[src/nsfp_pkg.sv]
// Shared constants, types and helpers for the NMEA sentence field parser.
package nsfp_pkg;

    // Default sizing
    localparam int FIELD_SLOTS_DEF     = 16;
    localparam int FRACTION_DIGITS_DEF = 5;
    localparam int INTEGER_DIGITS_DEF  = 6;

    // Output field widths
    localparam int INT_PART_W  = 20;
    localparam int FRAC_PART_W = 17;
    localparam int FIELD_IDX_W = 4;

    // Field positions that carry the fix status
    localparam int FLD_RMC_STATUS = 2;
    localparam int FLD_GGA_QUAL   = 6;

    // Characters
    localparam logic [7:0] CH_DOLLAR = 8'h24;
    localparam logic [7:0] CH_COMMA  = 8'h2C;
    localparam logic [7:0] CH_STAR   = 8'h2A;
    localparam logic [7:0] CH_MINUS  = 8'h2D;
    localparam logic [7:0] CH_POINT  = 8'h2E;
    localparam logic [7:0] CH_ZERO   = 8'h30;
    localparam logic [7:0] CH_NINE   = 8'h39;
    localparam logic [7:0] CH_UP_A   = 8'h41;
    localparam logic [7:0] CH_UP_F   = 8'h46;
    localparam logic [7:0] CH_LO_A   = 8'h61;
    localparam logic [7:0] CH_LO_F   = 8'h66;
    localparam logic [7:0] CH_V      = 8'h56;
    localparam logic [7:0] CH_G      = 8'h47;
    localparam logic [7:0] CH_R      = 8'h52;
    localparam logic [7:0] CH_CR     = 8'h0D;
    localparam logic [7:0] CH_LF     = 8'h0A;

    // Sentence kinds
    localparam logic [1:0] SK_OTHER = 2'd0;
    localparam logic [1:0] SK_GGA   = 2'd1;
    localparam logic [1:0] SK_RMC   = 2'd2;

    // Record kinds
    localparam logic REC_FIELD = 1'b0;
    localparam logic REC_END   = 1'b1;

    // Control from the sentence tracker to the field accumulator
    typedef struct packed {
        logic       step;   // byte consumed this cycle
        logic       clear;  // start a new field
        logic       take;   // add byte to current field
        logic [7:0] chr;
    } t_fld_ctl;

    // Current field value, already scaled and sized for the result
    typedef struct packed {
        logic [INT_PART_W-1:0]  int_part;
        logic [FRAC_PART_W-1:0] frac_part;
        logic                   is_negative;
        logic [7:0]             first_char;
        logic                   field_empty;
        logic                   int_zero;
    } t_fld_val;

    typedef struct packed {
        logic       ok;
        logic [3:0] val;
    } t_hex_dig;

    // ASCII hex digit decode
    function automatic t_hex_dig hex_decode(input logic [7:0] c);
        t_hex_dig h;
        h.ok  = 1'b1;
        h.val = 4'd0;
        if (c >= CH_ZERO && c <= CH_NINE) begin
            h.val = 4'(c - CH_ZERO);
        end else if (c >= CH_UP_A && c <= CH_UP_F) begin
            h.val = 4'(c - CH_UP_A + 8'd10);
        end else if (c >= CH_LO_A && c <= CH_LO_F) begin
            h.val = 4'(c - CH_LO_A + 8'd10);
        end else begin
            h.ok = 1'b0;
        end
        return h;
    endfunction

    // Powers of ten for fraction scaling
    function automatic logic [23:0] pow10(input logic [2:0] n);
        logic [23:0] p;
        case (n)
            3'd0:    p = 24'd1;
            3'd1:    p = 24'd10;
            3'd2:    p = 24'd100;
            3'd3:    p = 24'd1000;
            3'd4:    p = 24'd10000;
            3'd5:    p = 24'd100000;
            3'd6:    p = 24'd1000000;
            default: p = 24'd10000000;
        endcase
        return p;
    endfunction

endpackage

[src/nsfp_in_reg.sv]
// Input holding register for received bytes.
module nsfp_in_reg (
    input  logic       i_clk,
    input  logic       i_rst_n,
    input  logic       i_valid,
    input  logic [7:0] i_byte,
    output logic       o_ready,
    input  logic       i_advance,
    output logic       o_valid,
    output logic [7:0] o_byte
);
    logic       r_valid;
    logic [7:0] r_byte;

    // Slot frees when empty or when the held byte is consumed
    assign o_ready = !r_valid || i_advance;

    always_ff @(posedge i_clk) begin
        if (!i_rst_n) begin
            r_valid <= 1'b0;
        end else if (o_ready) begin
            r_valid <= i_valid;
        end
    end

    always_ff @(posedge i_clk) begin
        if (i_valid && o_ready) begin
            r_byte <= i_byte;
        end
    end

    assign o_valid = r_valid;
    assign o_byte  = r_byte;
endmodule

[src/nsfp_field_acc.sv]
// Decimal field accumulator: integer, fraction, sign and first character.
module nsfp_field_acc #(
    parameter int FRACTION_DIGITS = nsfp_pkg::FRACTION_DIGITS_DEF,
    parameter int INTEGER_DIGITS  = nsfp_pkg::INTEGER_DIGITS_DEF
) (
    input  logic               i_clk,
    input  logic               i_rst_n,
    input  nsfp_pkg::t_fld_ctl i_ctl,
    output nsfp_pkg::t_fld_val o_val,
    output logic               o_overflow
);
    import nsfp_pkg::*;

    localparam int INT_W = $clog2(10**INTEGER_DIGITS);
    localparam int FRAC_W = $clog2(10**FRACTION_DIGITS);
    localparam int FDC_W = $clog2(FRACTION_DIGITS + 1);
    localparam logic [INT_W+3:0] INT_LIM = (INT_W+4)'(10**INTEGER_DIGITS - 1);

    logic [INT_W-1:0]  r_int;
    logic [FRAC_W-1:0] r_frac;
    logic [FDC_W-1:0]  r_fdc;
    logic              r_seen_point;
    logic              r_neg;
    logic [7:0]        r_first;
    logic              r_has_char;

    logic              is_digit;
    logic [3:0]        digit;
    logic [INT_W+3:0]  int_mul;
    logic [FRAC_W+3:0] frac_mul;
    logic              frac_room;
    logic [FRAC_W+23:0] frac_scaled;

    // Next-digit arithmetic: times ten plus digit
    assign is_digit  = (i_ctl.chr >= CH_ZERO) && (i_ctl.chr <= CH_NINE);
    assign digit     = 4'(i_ctl.chr - CH_ZERO);
    assign int_mul   = ((INT_W+4)'(r_int) << 3) + ((INT_W+4)'(r_int) << 1)
                       + (INT_W+4)'(digit);
    assign frac_mul  = ((FRAC_W+4)'(r_frac) << 3) + ((FRAC_W+4)'(r_frac) << 1)
                       + (FRAC_W+4)'(digit);
    assign frac_room = r_fdc < FDC_W'(FRACTION_DIGITS);

    // Saturation of the integer part; qualified by the caller
    assign o_overflow = is_digit && !r_seen_point && (int_mul > INT_LIM);

    always_ff @(posedge i_clk) begin
        if (!i_rst_n) begin
            r_int        <= '0;
            r_frac       <= '0;
            r_fdc        <= '0;
            r_seen_point <= 1'b0;
            r_neg        <= 1'b0;
            r_first      <= '0;
            r_has_char   <= 1'b0;
        end else if (i_ctl.step) begin
            if (i_ctl.clear) begin
                r_int        <= '0;
                r_frac       <= '0;
                r_fdc        <= '0;
                r_seen_point <= 1'b0;
                r_neg        <= 1'b0;
                r_first      <= '0;
                r_has_char   <= 1'b0;
            end else if (i_ctl.take) begin
                if (!r_has_char) begin
                    r_first <= i_ctl.chr;
                    if (i_ctl.chr == CH_MINUS) begin
                        r_neg <= 1'b1;
                    end
                end
                r_has_char <= 1'b1;
                if (is_digit) begin
                    if (!r_seen_point) begin
                        r_int <= (int_mul > INT_LIM) ? INT_W'(INT_LIM) : INT_W'(int_mul);
                    end else if (frac_room) begin
                        r_frac <= FRAC_W'(frac_mul);
                        r_fdc  <= r_fdc + 1'b1;
                    end
                end else if (i_ctl.chr == CH_POINT) begin
                    r_seen_point <= 1'b1;
                end
            end
        end
    end

    // Scale fraction to the full digit count
    assign frac_scaled = (FRAC_W+24)'(r_frac)
                         * (FRAC_W+24)'(pow10(3'(FRACTION_DIGITS - int'(r_fdc))));

    assign o_val.int_part    = INT_PART_W'(r_int);
    assign o_val.frac_part   = FRAC_PART_W'(frac_scaled);
    assign o_val.is_negative = r_neg;
    assign o_val.first_char  = r_has_char ? r_first : 8'd0;
    assign o_val.field_empty = !r_has_char;
    assign o_val.int_zero    = (r_int == '0);
endmodule

[src/nmea_sentence_field_parser.sv]
// NMEA sentence field parser top level: sentence tracking, checksum, result register.
//
//  channel | valid      | ready       | payload
//  --------+------------+-------------+-----------------------------------------
//  in      | i_in_valid | o_in_ready  | i_in_byte
//  out     | o_out_valid| i_out_ready | o_record_kind .. o_format_error
//
// One byte per cycle while the output is not stalled: a byte waits in the input
// register, is decoded and folded into the sentence and field state, and its record
// (if any) lands in the output register on the same edge. Each record thus passes
// the input register and then the output register, and holds there until it transfers.
// Reset is synchronous, active low; no clearing pass.
// A stalled output holds the next record-producing byte in the input register;
// bytes that make no record keep flowing.
module nmea_sentence_field_parser #(
    parameter int FIELD_SLOTS     = nsfp_pkg::FIELD_SLOTS_DEF,
    parameter int FRACTION_DIGITS = nsfp_pkg::FRACTION_DIGITS_DEF,
    parameter int INTEGER_DIGITS  = nsfp_pkg::INTEGER_DIGITS_DEF
) (
    input  logic                             i_clk,
    input  logic                             i_rst_n,
    input  logic                             i_in_valid,
    output logic                             o_in_ready,
    input  logic [7:0]                       i_in_byte,
    output logic                             o_out_valid,
    input  logic                             i_out_ready,
    output logic                             o_record_kind,
    output logic [1:0]                       o_sentence_kind,
    output logic [nsfp_pkg::FIELD_IDX_W-1:0] o_field_index,
    output logic [nsfp_pkg::INT_PART_W-1:0]  o_int_part,
    output logic [nsfp_pkg::FRAC_PART_W-1:0] o_frac_part,
    output logic                             o_is_negative,
    output logic [7:0]                       o_first_char,
    output logic                             o_field_empty,
    output logic                             o_checksum_ok,
    output logic                             o_fix_lost,
    output logic                             o_format_error
);
    import nsfp_pkg::*;

    localparam int CNT_W = $clog2(FIELD_SLOTS);

    // Input stage
    logic       in_valid;
    logic [7:0] c;
    logic       advance;

    // Sentence state
    logic             r_in_sent, n_in_sent;
    logic             r_after, n_after;
    logic [1:0]       r_kind, n_kind;
    logic [1:0]       r_pos, n_pos;
    logic [CNT_W-1:0] r_cnt, n_cnt;
    logic [7:0]       r_xor, n_xor;
    logic [7:0]       r_rx, n_rx;
    logic [1:0]       r_hex_cnt, n_hex_cnt;
    logic             r_rmc_void, n_rmc_void;
    logic             r_gga_nofix, n_gga_nofix;
    logic             r_err, n_err;

    // Field accumulator link
    t_fld_ctl fctl;
    t_fld_val fval;
    logic     fld_ovf;
    logic     fld_clear;
    logic     fld_take;
    t_hex_dig hx;

    // Result being formed
    logic                   has_res;
    logic                   emit_fld;
    logic                   res_kind;
    logic [1:0]             res_skind;
    logic                   res_ck;
    logic                   res_fl;
    logic                   res_fe;

    // Output register
    logic                   r_out_valid;
    logic                   r_rec_kind;
    logic [1:0]             r_skind;
    logic [FIELD_IDX_W-1:0] r_fidx;
    logic [INT_PART_W-1:0]  r_int;
    logic [FRAC_PART_W-1:0] r_frac;
    logic                   r_neg;
    logic [7:0]             r_first;
    logic                   r_empty;
    logic                   r_ck;
    logic                   r_fl;
    logic                   r_fe;

    nsfp_in_reg u_in_reg (
        .i_clk     (i_clk),
        .i_rst_n   (i_rst_n),
        .i_valid   (i_in_valid),
        .i_byte    (i_in_byte),
        .o_ready   (o_in_ready),
        .i_advance (advance),
        .o_valid   (in_valid),
        .o_byte    (c)
    );

    nsfp_field_acc #(
        .FRACTION_DIGITS (FRACTION_DIGITS),
        .INTEGER_DIGITS  (INTEGER_DIGITS)
    ) u_field_acc (
        .i_clk      (i_clk),
        .i_rst_n    (i_rst_n),
        .i_ctl      (fctl),
        .o_val      (fval),
        .o_overflow (fld_ovf)
    );

    assign hx = hex_decode(c);

    // Byte decode and next sentence state
    always_comb begin
        n_in_sent   = r_in_sent;
        n_after     = r_after;
        n_kind      = r_kind;
        n_pos       = r_pos;
        n_cnt       = r_cnt;
        n_xor       = r_xor;
        n_rx        = r_rx;
        n_hex_cnt   = r_hex_cnt;
        n_rmc_void  = r_rmc_void;
        n_gga_nofix = r_gga_nofix;
        n_err       = r_err;
        fld_clear   = 1'b0;
        fld_take    = 1'b0;
        has_res     = 1'b0;
        emit_fld    = 1'b0;
        res_kind    = REC_FIELD;
        res_ck      = 1'b0;
        res_fl      = 1'b0;
        res_fe      = 1'b0;

        if (c == CH_DOLLAR) begin
            // Sentence start, also restarts an open sentence
            n_in_sent  = 1'b1;
            n_after    = 1'b0;
            n_kind     = SK_OTHER;
            n_pos      = 2'd0;
            n_cnt      = '0;
            n_xor      = 8'd0;
            n_rx       = 8'd0;
            n_hex_cnt  = 2'd0;
            n_err      = 1'b0;
            fld_clear  = 1'b1;
        end else if (r_in_sent && c != CH_CR) begin
            if (c == CH_LF) begin
                // End of sentence record
                has_res   = 1'b1;
                res_kind  = REC_END;
                res_ck    = r_after && (r_hex_cnt == 2'd2) && (r_rx == r_xor);
                res_fl    = r_rmc_void || r_gga_nofix;
                res_fe    = !r_after || r_err || (r_hex_cnt != 2'd2);
                n_in_sent = 1'b0;
                n_after   = 1'b0;
            end else if (r_after) begin
                // Checksum digits
                if (!hx.ok || r_hex_cnt == 2'd2) begin
                    n_err = 1'b1;
                end else begin
                    n_rx      = {r_rx[3:0], hx.val};
                    n_hex_cnt = r_hex_cnt + 2'd1;
                end
            end else begin
                // Character position; kind comes from the third character
                if (r_pos != 2'd3) begin
                    n_pos = r_pos + 2'd1;
                end
                if (r_pos == 2'd2) begin
                    n_kind = (c == CH_G) ? SK_GGA : (c == CH_R) ? SK_RMC : SK_OTHER;
                end
                if (c == CH_STAR) begin
                    emit_fld   = 1'b1;
                    fld_clear  = 1'b1;
                    n_after    = 1'b1;
                    n_rx       = 8'd0;
                    n_hex_cnt  = 2'd0;
                end else begin
                    n_xor = r_xor ^ c;
                    if (c == CH_COMMA) begin
                        emit_fld   = 1'b1;
                        fld_clear  = 1'b1;
                        if (r_cnt < CNT_W'(FIELD_SLOTS - 1)) begin
                            n_cnt = r_cnt + 1'b1;
                        end else begin
                            n_err = 1'b1;
                        end
                    end else begin
                        fld_take = 1'b1;
                        if (fld_ovf) begin
                            n_err = 1'b1;
                        end
                    end
                end
            end
        end

        // Field record and fix status tracking
        if (emit_fld) begin
            has_res = 1'b1;
            if (n_kind == SK_RMC && r_cnt == CNT_W'(FLD_RMC_STATUS)) begin
                n_rmc_void = !fval.field_empty && (fval.first_char == CH_V);
            end
            if (n_kind == SK_GGA && r_cnt == CNT_W'(FLD_GGA_QUAL)) begin
                n_gga_nofix = fval.int_zero;
            end
        end
        res_skind = n_kind;
    end

    // Consume the held byte unless its record cannot be placed
    assign advance = in_valid && (!has_res || !r_out_valid || i_out_ready);

    // Accumulator control: step, clear, take, character
    assign fctl = {advance, fld_clear, fld_take, c};

    // Sentence state registers
    always_ff @(posedge i_clk) begin
        if (!i_rst_n) begin
            r_in_sent   <= 1'b0;
            r_after     <= 1'b0;
            r_kind      <= SK_OTHER;
            r_pos       <= 2'd0;
            r_cnt       <= '0;
            r_xor       <= 8'd0;
            r_rx        <= 8'd0;
            r_hex_cnt   <= 2'd0;
            r_rmc_void  <= 1'b1;
            r_gga_nofix <= 1'b1;
            r_err       <= 1'b0;
        end else if (advance) begin
            r_in_sent   <= n_in_sent;
            r_after     <= n_after;
            r_kind      <= n_kind;
            r_pos       <= n_pos;
            r_cnt       <= n_cnt;
            r_xor       <= n_xor;
            r_rx        <= n_rx;
            r_hex_cnt   <= n_hex_cnt;
            r_rmc_void  <= n_rmc_void;
            r_gga_nofix <= n_gga_nofix;
            r_err       <= n_err;
        end
    end

    // Output valid
    always_ff @(posedge i_clk) begin
        if (!i_rst_n) begin
            r_out_valid <= 1'b0;
        end else if (advance && has_res) begin
            r_out_valid <= 1'b1;
        end else if (i_out_ready) begin
            r_out_valid <= 1'b0;
        end
    end

    // Output payload
    always_ff @(posedge i_clk) begin
        if (advance && has_res) begin
            r_rec_kind <= res_kind;
            r_skind    <= res_skind;
            r_fidx     <= FIELD_IDX_W'(r_cnt);
            r_ck       <= res_ck;
            r_fl       <= res_fl;
            r_fe       <= res_fe;
            if (res_kind == REC_END) begin
                r_int   <= '0;
                r_frac  <= '0;
                r_neg   <= 1'b0;
                r_first <= 8'd0;
                r_empty <= 1'b0;
            end else begin
                r_int   <= fval.int_part;
                r_frac  <= fval.frac_part;
                r_neg   <= fval.is_negative;
                r_first <= fval.first_char;
                r_empty <= fval.field_empty;
            end
        end
    end

    assign o_out_valid     = r_out_valid;
    assign o_record_kind   = r_rec_kind;
    assign o_sentence_kind = r_skind;
    assign o_field_index   = r_fidx;
    assign o_int_part      = r_int;
    assign o_frac_part     = r_frac;
    assign o_is_negative   = r_neg;
    assign o_first_char    = r_first;
    assign o_field_empty   = r_empty;
    assign o_checksum_ok   = r_ck;
    assign o_fix_lost      = r_fl;
    assign o_format_error  = r_fe;
endmodule

[config.mk]
export PLATFORM = sky130hd
export DESIGN_NAME = nmea_sentence_field_parser
export DESIGN_NICKNAME = d
export VERILOG_FILES = /design/src/nsfp_pkg.sv /design/src/nsfp_in_reg.sv /design/src/nsfp_field_acc.sv /design/src/nmea_sentence_field_parser.sv
export SDC_FILE = /design/constraint.sdc
export NUM_CORES = 1
export LEC_CHECK = 0
export ABC_AREA = 1
export BUFFER_PORTS_ARGS = -buffer_cell sky130_fd_sc_hd__buf_2
export CAP_MARGIN = 40
export CORE_ASPECT_RATIO = 0.6
export CORE_MARGIN = 2
export CORE_UTILIZATION = 55
export DETAILED_ROUTE_END_ITERATION = 12
export GPL_TIMING_DRIVEN = 1
export HOLD_SLACK_MARGIN = 0.1
export PLACE_DENSITY = 0.76
export SYNTH_ARGS = -nofsm -noshare
export SYNTH_HDL_FRONTEND = slang
export SYNTH_SLANG_ARGS = --single-unit
[constraint.sdc]
create_clock -name i_clk -period 6 [get_ports i_clk]
set_clock_uncertainty 0.15 [all_clocks]
set_input_delay 0.3 -clock i_clk [delete_from_list [all_inputs] [get_ports i_clk]]
set_output_delay 0.3 -clock i_clk [all_outputs]
set_load 0.05 [all_outputs]
Word-level counts from Yosys, hierarchy flattened --
Cells that the tools add are included.
Operators by class: add/sub/neg operators 14, multipliers 1, $lt $le $gt $ge 9, equal/unequal tests 35, mux-type cells 108, bitwise logic cells 3, reduce and logical (&&, ||, !) cells 60
Operators with widths (count):
- 24-bit one-hot mux with 7 select lines | 1
- 8-bit 2-to-1 mux | 15
- 20-bit 2-to-1 mux | 5
- 17-bit 2-to-1 mux | 5
- 1-bit 2-to-1 mux | 49
- 8-bit by 6-bit == test with 1-bit output (second input constant) | 5
- 4-bit 2-to-1 mux | 10
- 2-bit 2-to-1 mux | 18
- 23-bit by 21-bit adder with 24-bit output | 1
- 24-bit by 4-bit adder with 24-bit output | 1
- 8-bit by 7-bit == test with 1-bit output (second input constant) | 3
- 24-bit by 20-bit greater-than comparator with 1-bit output (second input constant) | 1
- 17-bit by 24-bit multiplier with 17-bit output | 1
- 2-bit nonzero test | 12
- 20-bit zero test | 1
- 5-bit AND reduction | 4
- 17-bit adder | 1
- 17-bit by 4-bit adder with 17-bit output | 1
- 8-bit by 7-bit greater-or-equal comparator with 1-bit output (second input constant) | 2
- 8-bit by 7-bit <= comparator with 1-bit output (second input constant) | 2
- 3-bit 2-to-1 mux | 5
- 1-bit logical AND | 14
- 2-bit inequality test (second input constant) | 7
- 7-bit AND reduction | 2
- 35 further kinds | 64
Word-level totals: register bits after elaboration 149, input bits 12, word-level logic and storage cells 262

Logic depth before layout (Yosys ltp) --
Gate-level depths: netlist of run 1.
depth in word-level cells 14, mapped depth 33, mapped depth without buffers 33

Cells and area by module --
A second synthesis of run 1 with hierarchy kept.
Unflattened totals: cells, all modules 1803, area total of the unflattened synthesis 13621.8 µm²
Modules (own cells, without submodules):
- nsfp_field_acc | instances 1, cells each 1315, area each 9073.7 µm²
- nmea_sentence_field_parser | instances 1, cells each 473, area each 4256.6 µm²
- nsfp_in_reg | instances 1, cells each 15, area each 291.5 µm²

Worst setup path after synthesis of run 1 --
OpenSTA, ideal clock, no wires.
path type register to register, start point register u_field_acc.r_fdc[1], end point register r_frac[14], in the netlist o_frac_part[14], data pin, library setup time 0.259 ns, data arrival time 5.937 ns, path slack -0.346 ns, stages on the path, launching flop included 30, clock period less this slack 6.346 ns, path through dfxtp_1 inv_1 ha_1 nand2_2 nand2_2 nor2_4 nand4_4 nand2_1 nor2_1 fa_1 inv_1 fa_1 inv_1 fa_1 ha_1 fa_1 inv_1 fa_1 inv_1 ha_1 nand2_1 nor2_1 a211oi_1 inv_1 a21oi_1 nor2_1 o21ai_0 nand2_1 o21ai_0 a21oi_1
On the way: cells in the longest elaborated chain, start to end 4, elaborated cells between the ends (all ways) 10, those cells by class 1 x add/sub; 1 x mul; 6 x eq/ne; 1 x mux; 1 x reduce/logical
RTL lines:
- start: declaration | line nsfp_field_acc.sv:21 | logic [FDC_W-1:0] r_fdc;
- start signal: assignment | line nsfp_field_acc.sv:77 | r_fdc <= r_fdc + 1'b1;
- 3-bit subtractor (*) | line nsfp_field_acc.sv:88 | * (FRAC_W+24)'(pow10(3'(FRACTION_DIGITS - int'(r_fdc))));
- 3-bit == test, or another cell as far along | line nsfp_pkg.sv:88 | case (n)
- 24-bit one-hot mux with 7 select lines (*) | line nsfp_pkg.sv:88
- 17-bit by 24-bit multiplier with 17-bit output (*) | line nsfp_field_acc.sv:88
- end signal: assignment | line nmea_sentence_field_parser.sv:278 | r_frac <= fval.frac_part;
- end: declaration | line nmea_sentence_field_parser.sv:84 | logic [FRAC_PART_W-1:0] r_frac;
Every way passes the cells marked *; elsewhere a longest branch is shown, timed or not. A chain may end at the register's enable or synchronous reset.

Worst setup path in the final report of run 1 --
start point register u_field_acc.r_fdc[1], end point register r_frac[16], in the netlist o_frac_part[16], data pin
Same word-level chain as after synthesis.

==> flow_summary.json, run 1 <==
{
  "relSlewSlack_pct": 45.8,
  "synth_xor_area_share_pct": 2.39,
  "violations": "negative setup slack",
  "viasPerCell": 5.44,
  "hp-class": "register to register",
  "antennaDiodeCount": 0,
  "hold_violations": 0,
  "fin_nets": 2231,
  "fin_area_sq_um": 16100,
  "power.density_nw_per_um2": 142,
  "grt_pass1_wl_um": 64800,
  "synthMuxAreaShare_pct": 0,
  "syn-num-nets": 2047,
  "place_area_sq_um": 14900,
  "critPathTopFamily": "adder cells",
  "setup_viol": 7,
  "yosysSeqAreaShare_pct": 26.8,
  "yosys_warnings": 0,
  "antenna_found_initial": 0,
  "syn-cell-area_sq_um": 13600,
  "yosysTopAreaCellShare_pct": 14.4,
  "grt_use_total_pct": 32.6,
  "clock.fmax_ghz": 0.158,
  "die_y_um": 126,
  "drt_iter0_drc": 1553,
  "ys_top_cells_by_count": "nand2_1, inv_1, nor2_1, ha_1, a21oi_1",
  "drv_slew": 0,
  "firstDrtPassIters": 6,
  "drive_gt1_share_pct": 16.0,
  "async_reset_ff_share_pct": 0,
  "drt-total-wl_um": 41300,
  "synthTopCellsByArea": "edfxtp_1, fa_1, ha_1, dfxtp_1, nand2_1",
  "cts_num_sinks": 149,
  "crit_path_start_kind": "register",
  "final.period_utilization_pct": 105,
  "synthToLayoutAreaGrowth_pct": 18.7,
  "cts_root_buffer": "clkbuf_16",
  "synth_enable_flop_cells": 65,
  "synth-simple-area-share_pct": 23.8,
  "synth_cell_types": 52,
  "worst_slack_ps": -317,
  "htreeDepth": 4,
  "fp-row-count": 44,
  "place.gp.congestion": 0.997,
  "leakagePower_nw": 8.07,
  "cp_common_cell": "fa_1",
  "p_total_mw": 2.28,
  "core_sq_um": 24200,
  "place_inst": 2248,
  "port_buffers": 70,
  "cap_violations": 0,
  "endpoint_kind": "register",
  "grt_max_degree": 63,
  "synth_top_family_by_area": "adder cells",
  "die_area_sq_um": 26000,
  "critPathMaxFanout": 6,
  "yosysMostFrequentCell": "nand2_1",
  "rsz0062_at_grt": "yes",
  "clkSlewWorstSetupHoldPaths_ps": 70,
  "critPathArrivalTime_ps": 6380,
  "avgSynthCellArea_sq_um": 7.52,
  "syn_inst": 1803,
  "dieWidth_um": 207,
  "hpwl_um": 31800,
  "layout_min_cycle_time_ps": 6320,
  "overflow": 0,
  "cts_tree": "built",
  "grt_pass1_vias": 12000,
  "stdcell_count": 2322,
  "status": "finished, violations left",
  "yosys_register_bits": 149,
  "initial_core_util_pct": 56.0,
  "path_class": "register to register",
  "dp_slack_ps": -377,
  "synth_compound_gate_area_share_pct": 8.73,
  "drcViolationCount": 0,
  "clock_path_buffers": 2,
  "vdd_drop_max_uv": 205,
  "pin_count": 71,
  "yosysTopAreaCell": "edfxtp_1",
  "clk_latency_ps": 460,
  "vias": 12600,
  "synthAdderAreaFrac_pct": 26.5,
  "wl_per_cell_um": 17.8,
  "cp_slowest_cell": "fa_1",
  "synth_ff_type": "dfxtp_1",
  "cts_made_buffers": 17,
  "crit_buf_inv": 8,
  "final_antenna_net_count": 0,
  "tightest_slew_ps": 811,
  "slowest_delay_ps": 560,
  "cp.required_ps": 6070
}
## area by class of cell
cell class	instances	area, sq um
clock inverters	11	123
flip-flops and latches	149	3640
repair buffers	194	1340
well taps	322	403
inverters	390	1470
fillers	2052	8120
clock buffers	21	493
multi-input cells	1235	8640
## state kept, by name, indices dropped and copies added (netlist names), 17 cells and up
register,cells
u_field_acc.r_frac,17
o_frac_part,17
u_field_acc.r_int,20
o_int_part,20
## cell usage in the layout (no fill, tap or decap), types with 9 or more instances in the layout
master / instances
nand2_1: 434
inv_1: 357
nor2_1: 143
ha_1: 126
a21oi_1: 121
buf_4: 105
fa_1: 92
dfxtp_1: 83
nand3_1: 75
buf_2: 70
edfxtp_1: 65
inv_2: 28
o21ai_0: 28
nand4_1: 27
xnor2_1: 19
clkbuf_16: 19
xor2_1: 18
nand2_2: 16
dlygate4sd3_1: 13
nor3_1: 12
a211oi_1: 11
or2_2: 10
ha_4: 10
nand2_4: 9
## cells by family after synthesis
group / Yosys count
xor+xnor: 37
simple gates: 759
flops: 149
compound gates: 207
buf+inv: 419
fa+ha+maj: 232
## report_power, final
part           internal, mW  switching (mW)  total [mW]
clock network         0.646           0.500        1.15
registers              1.06          0.0132        1.07
logic                0.0213          0.0429      0.0643
total                  1.72           0.556        2.28
## per-layer routing
layer	up-vias	wire [um]	part of all wire (%)	global-route usage (%)
met5	-	0	0	0
met4	0	549	1.3	6.68
met3	46	4590	11	7.87
met2	650	16000	39	43.7
met1	5902	20200	49	52.4
li1	6035	-	-	-
## path summary, 6_finish.rpt
check,from,to,slack (ps),depth (start not counted)
worst max register to register,u_field_acc.r_fdc[1],o_frac_part[16],-320,29
worst max-delay path,u_field_acc.r_fdc[1],o_frac_part[16],-320,29
worst min-delay path,r_xor[1],r_xor[1],300,1
worst min register to register,r_xor[1],r_xor[1],300,1
## metrics by stage
stage | TNS (ps) | util, % | hold WS, ps
after floorplan | -0.649 | - | 249
final | -1110 | 66.5 | 298
after CTS | -318 | 65.7 | 298
after global routing | -2540 | 66.5 | 323
after global placement | -494 | 61.3 | 273
after detailed placement | -1380 | 61.3 | 288
## repair_timing
item                                   CTS  global route
pin swaps                               44            41
setup endpoints to repair                5             7
buffers inserted                        18            12
hold buffers                            13             0
endpoints found under the hold margin   16             0
gates cloned                             0             0
resized for setup                       48            30
Note: power is estimated with default switching activity, not from simulation.
==> inputs of run 2 (changes only) <==
- CELL_PAD_IN_SITES_DETAIL_PLACEMENT: not set -> 1
- CELL_PAD_IN_SITES_GLOBAL_PLACEMENT: not set -> 2
- CORE_UTILIZATION: 55 -> 34
- PLACE_DENSITY: 0.76 -> not set
- PLACE_DENSITY_LB_ADDON: not set -> 0.1
==> flow_summary.json, run 2 (synthesis gave the netlist of run 1 again) <==
{
  "htreeDepth": 4,
  "die_area_sq_um": 41600,
  "path_class": "register to register",
  "wl_per_cell_um": 19.0,
  "clkSlewWorstSetupHoldPaths_ps": 70,
  "clock.fmax_ghz": 0.158,
  "final.period_utilization_pct": 105,
  "initial_core_util_pct": 34.6,
  "status": "finished, violations left",
  "grt_max_degree": 65,
  "drcViolationCount": 0,
  "cp.required_ps": 6070,
  "endpoint_kind": "register",
  "cp_slowest_cell": "fa_2",
  "min_to": "r_xor[1]",
  "vdd_drop_max_uv": 194,
  "reg2reg_to": "o_frac_part[16]",
  "hp-class": "register to register",
  "hold_violations": 0,
  "worst_slack_ps": -313,
  "grt_pass1_vias": 12500,
  "tightest_slew_ps": 825,
  "place.gp.congestion": 0.926,
  "drv_slew": 0,
  "p_total_mw": 2.26,
  "fillers": 4845,
  "switching_share_pct": 26.0,
  "min_from": "r_xor[1]",
  "r2r-start": "u_field_acc.r_fdc[1]",
  "synthToLayoutAreaGrowth_pct": 19.4,
  "p_comb_share_pct": 2.9,
  "r2r_slack_ps": -310,
  "clk_latency_ps": 460,
  "whs_ps": 305,
  "power_frac_seq_pct": 47.5,
  "grt_use_total_pct": 23.7,
  "intPower_mw": 1.67,
  "drt-total-wl_um": 47700,
  "drt_iter0_drc": 743,
  "leakagePower_nw": 7.98,
  "vias": 12200,
  "critPathArrivalTime_ps": 6380,
  "power.density_nw_per_um2": 139,
  "hpwl_um": 38900,
  "switchingPower_mw": 0.586,
  "firstDrtPassIters": 5,
  "clock_path_buffers": 2,
  "cap_violations": 0,
  "grt_pass1_wl_um": 74500,
  "relSlewSlack_pct": 45.0,
  "slowest_delay_ps": 540,
  "cts_tree": "built",
  "crit_path_start_kind": "register",
  "final_common_cell": "nand2_1",
  "final_cell_mix": "nand2_1, inv_1, nor2_1",
  "die_y_um": 159,
  "cp_common_cell": "fa_1",
  "viasPerCell": 4.88,
  "port_buffers": 70,
  "cts_made_buffers": 17,
  "power_frac_clock_pct": 49.7,
  "fin_util_pct": 41.4,
  "fin_nets": 2216,
  "drive_gt1_share_pct": 15.4,
  "dieWidth_um": 262,
  "cts_root_buffer": "clkbuf_16",
  "dp_slack_ps": -453,
  "pin_count": 71,
  "final_antenna_net_count": 0,
  "critPathMaxFanout": 6,
  "layout_min_cycle_time_ps": 6310,
  "antenna_found_initial": 1,
  "overflow": 0,
  "rsz0062_at_grt": "yes",
  "cts_num_sinks": 149,
  "setup_viol": 5,
  "fp-row-count": 56,
  "violations": "negative setup slack",
  "rr_worst_depth": 30,
  "holdPathStages": 1,
  "core_sq_um": 39200
}
-- run 2: power by group through the flow --
stage / registers (mW) / clock network [mW] / logic [mW]
2_1_floorplan: 1.09 / 0 / 0.0380
3_3_place_gp: 1.09 / 0 / 0.0571
3_5_place_dp: 1.09 / 0 / 0.0576
4_1_cts: 1.07 / 1.15 / 0.0647
5_1_grt: 1.07 / 1.19 / 0.0723
6_report: 1.07 / 1.12 / 0.0648
-- run 2: critical path, delay by kind of cell (launching register included) --
kind | cells | cell delay (ps)
AO/OA/AOI/OAI | 2 | 280
adder cells (fa/ha/maj) | 8 | 3660
buffers and inverters | 9 | 610
flip-flops | 1 | 370
AND/OR/NAND/NOR | 11 | 980
-- run 2: worst max path at each step --
stage	startpoint	endpoint	slack, ps	depth (start not counted)
2_1_floorplan	u_field_acc.r_fdc[1]	o_frac_part[16]	-0.6	25
3_3_place_gp	u_field_acc.r_fdc[1]	o_frac_part[15]	-290	30
3_5_place_dp	u_field_acc.r_fdc[0]	o_frac_part[15]	-450	31
4_1_cts	u_field_acc.r_fdc[1]	o_frac_part[16]	-240	30
5_1_grt	u_field_acc.r_fdc[1]	o_frac_part[16]	-550	30
6_report	u_field_acc.r_fdc[1]	o_frac_part[16]	-310	30
-- run 2: repair_timing --
action / 4_1_cts / 5_1_grt
hold endpoints to repair: 16 / 0
hold buffers: 12 / 0
endpoints found under the setup margin: 5 / 6
pin swaps: 48 / 22
resized for setup: 48 / 22
setup buffers: 6 / 1
gates cloned: 0 / 0
-- run 2: per-stage QoR --
stage | std cells | setup TNS [ps] | cell area [sq um]
after detailed placement | 2456 | -1800 | 15200
after floorplan | 1803 | -0.649 | 13600
after CTS | 2506 | -603 | 16100
after global routing | 2507 | -1950 | 16200
final | 2508 | -697 | 16200
after global placement | 2456 | -1060 | 15200
-- run 2: layout make-up --
cell class | instances | area (sq um) | share of cell area (%)
diodes | 1 | 2.50 | 0.0154
clock buffers | 18 | 429 | 2.65
clock inverters | 14 | 154 | 0.950
inverters | 390 | 1470 | 9.07
multi-input cells | 1235 | 8620 | 53.2
flip-flops and latches | 149 | 3640 | 22.5
well taps | 522 | 653 | 4.03
repair buffers | 179 | 1230 | 7.59
-- run 2: layer usage --
metal  GRT usage [%]  vias to the layer above  routed length, um
met1            39.4                     5942              27000
li1                -                     6018                  -
met5               0                        -                  0
met4            3.90                        0                384
met2            30.4                      259              17600
met3            4.87                       25               2760
==> inputs of run 3 (changes only) <==
- ABC_AREA: 1 -> not set
- CORE_UTILIZATION: 34 -> 36
==> flow_summary.json, run 3 <==
{
  "p_total_mw": 2.20,
  "layout_min_cycle_time_ps": 6290,
  "fp-row-count": 54,
  "final_antenna_net_count": 0,
  "cp_slowest_cell": "fa_1",
  "dp_slack_ps": -429,
  "cp_common_cell": "fa_1",
  "fin_setup_tns_ps": -651,
  "hpwl_um": 31500,
  "fin_util_pct": 42.9,
  "initial_core_util_pct": 36.4,
  "htreeDepth": 4,
  "cap_violations": 0,
  "cts_tree": "built",
  "fillers": 4214,
  "rsz0062_at_grt": "yes",
  "syn-cell-area_sq_um": 13200,
  "synth_cell_types": 84,
  "drt_iter0_drc": 514,
  "core_sq_um": 36200,
  "vias": 10500,
  "synthTopCellsByArea": "edfxtp_1, fa_1, ha_1, dfxtp_1, inv_1",
  "syn_inst": 1438,
  "worstPathCellList": "buf_6 > ha_4 > or3_4 > o22ai_4 > nand2_2 > fa_1 > inv_1 > fa_1 > inv_2 > fa_1 > fa_1 > fa_1 > fa_2 > xnor2_2 > xnor3_1 > xnor2_2 > xnor2_1 > xnor2_1 > xnor2_1 > xnor2_1 > buf_4 > xnor2_2 > nor2_1",
  "vdd_drop_max_uv": 164,
  "yosysSeqAreaShare_pct": 27.6,
  "ys_top_cells_by_count": "inv_1, nand2_1, ha_1, fa_1, and2_1",
  "yosys_warnings": 0,
  "synthToLayoutAreaGrowth_pct": 17.8,
  "leakagePower_nw": 7.08,
  "critPathArrivalTime_ps": 6330,
  "power_frac_seq_pct": 48.5,
  "yosysTopAreaCell": "edfxtp_1",
  "synthMuxAreaShare_pct": 1.30,
  "wl_per_cell_um": 19.3,
  "yosys_register_bits": 149,
  "path_class": "register to register",
  "setup_viol": 4,
  "die_y_um": 152,
  "grt_max_degree": 57,
  "intPower_mw": 1.65,
  "drcViolationCount": 0,
  "fin_nets": 1814,
  "switching_share_pct": 25.2,
  "relSlewSlack_pct": 43.1,
  "switchingPower_mw": 0.554,
  "port_buffers": 70,
  "yosysTopAreaCellShare_pct": 14.8,
  "die_area_sq_um": 38200,
  "overflow": 0,
  "synth-simple-area-share_pct": 20.3,
  "clk_latency_ps": 450,
  "clock.fmax_ghz": 0.159,
  "drt-total-wl_um": 39800,
  "cts_made_buffers": 17,
  "cts_root_buffer": "clkbuf_16",
  "endpoint_kind": "register",
  "place_inst": 2012,
  "power_frac_clock_pct": 48.5,
  "synth_enable_flop_cells": 65,
  "antenna_found_initial": 0,
  "hp-class": "input pin to register",
  "place_area_sq_um": 14700,
  "slowest_delay_ps": 550,
  "crit_path_start_kind": "register",
  "drive_gt1_share_pct": 16.8,
  "place.gp.congestion": 0.855,
  "final.period_utilization_pct": 105,
  "clkSlewWorstSetupHoldPaths_ps": 70,
  "final_common_cell": "inv_1",
  "fin_area_sq_um": 15500,
  "cp.required_ps": 6030,
  "drv_slew": 0,
  "hold_violations": 0,
  "power.density_nw_per_um2": 142,
  "yosysMostFrequentCell": "inv_1",
  "worst_slack_ps": -294,
  "violations": "negative setup slack",
  "grt_pass1_wl_um": 63300,
  "async_reset_ff_share_pct": 0,
  "synth_compound_gate_area_share_pct": 11.3,
  "final_cell_mix": "inv_1, nand2_1, ha_1",
  "viasPerCell": 5.11,
  "firstDrtPassIters": 5,
  "stdcell_count": 2059,
  "critPathMaxFanout": 4,
  "grt_use_total_pct": 21.5,
  "clock_path_buffers": 2,
  "cts_num_sinks": 149,
  "grt_pass1_vias": 10900,
  "syn-num-nets": 1682,
  "p_comb_share_pct": 3.0,
  "synthAdderAreaFrac_pct": 27.3,
  "pin_count": 71,
  "antennaDiodeCount": 0,
  "synth_xor_area_share_pct": 5.56,
  "dieWidth_um": 251,
  "tightest_slew_ps": 854,
  "whs_ps": 206,
  "synth_ff_type": "dfxtp_1",
  "status": "finished, violations left",
  "synth_top_family_by_area": "adder cells",
  "avgSynthCellArea_sq_um": 9.16
}
run 3: changes by cell type after synthesis, sizes merged, moves of 41 or more:
cell,delta
a21oi,-83
and2,+89
inv,-220
nand2,-298
nor2,-65
nor2b,+41
run 3: worst paths after layout:
kind                        startpoint                end  slack [ps]  cells after the start
hold / removal             i_out_ready        o_out_valid         210                      3
hold reg to reg      u_field_acc.r_neg  u_field_acc.r_neg         310                      2
setup reg to reg  u_field_acc.r_fdc[1]    o_frac_part[16]        -290                     23
setup / recovery  u_field_acc.r_fdc[1]    o_frac_part[16]        -290                     23
run 3: area by class of cell:
class | count | area (sq um) | share of cell area, %
clock buffers | 19 | 454 | 2.93
clock inverters | 13 | 110 | 0.709
inverters | 167 | 629 | 4.05
multi-input cells | 1064 | 8930 | 57.5
flip-flops and latches | 149 | 3640 | 23.5
well taps | 476 | 596 | 3.84
repair buffers | 171 | 1160 | 7.50
run 3: repair_timing:
item	in CTS	in global routing
setup endpoints to repair	4	6
hold buffers	10	0
hold endpoints to repair	11	0
pin swaps	23	21
buffers inserted	4	1
resized for setup	19	19
run 3: critical path: cells and delay by family, from the launching register on:
family / cells / cell delay [ps]
fa+ha+maj: 7 / 3000
xor+xnor: 8 / 1410
simple gates: 3 / 560
buf+inv: 4 / 370
flops: 1 / 340
compound gates: 1 / 210
run 3: cells by family after synthesis:
group	after synthesis
buf+inv	225
compound gates	210
simple gates	526
mux	17
fa+ha+maj	232
xor+xnor	79
flops	149
run 3: power by group through the flow:
stage	combinational (mW)	clock [mW]	sequential (mW)
6_report	0.0650	1.07	1.07
5_1_grt	0.0705	1.13	1.07
4_1_cts	0.0648	1.10	1.07
3_5_place_dp	0.0595	0	1.09
3_3_place_gp	0.0589	0	1.09
2_1_floorplan	0.0408	0	1.08
run 3: layer usage:
metal  track usage [%]  vias to the layer above  wire [um]  part of all wire (%)
met3              3.66                       23       1440                   3.6
li1                  -                     5092          -                     -
met1              35.4                     5245      22900                    58
met2              28.4                      160      15200                    38
met4              4.25                        0        316                  0.79
met5                 0                        -          0                     0
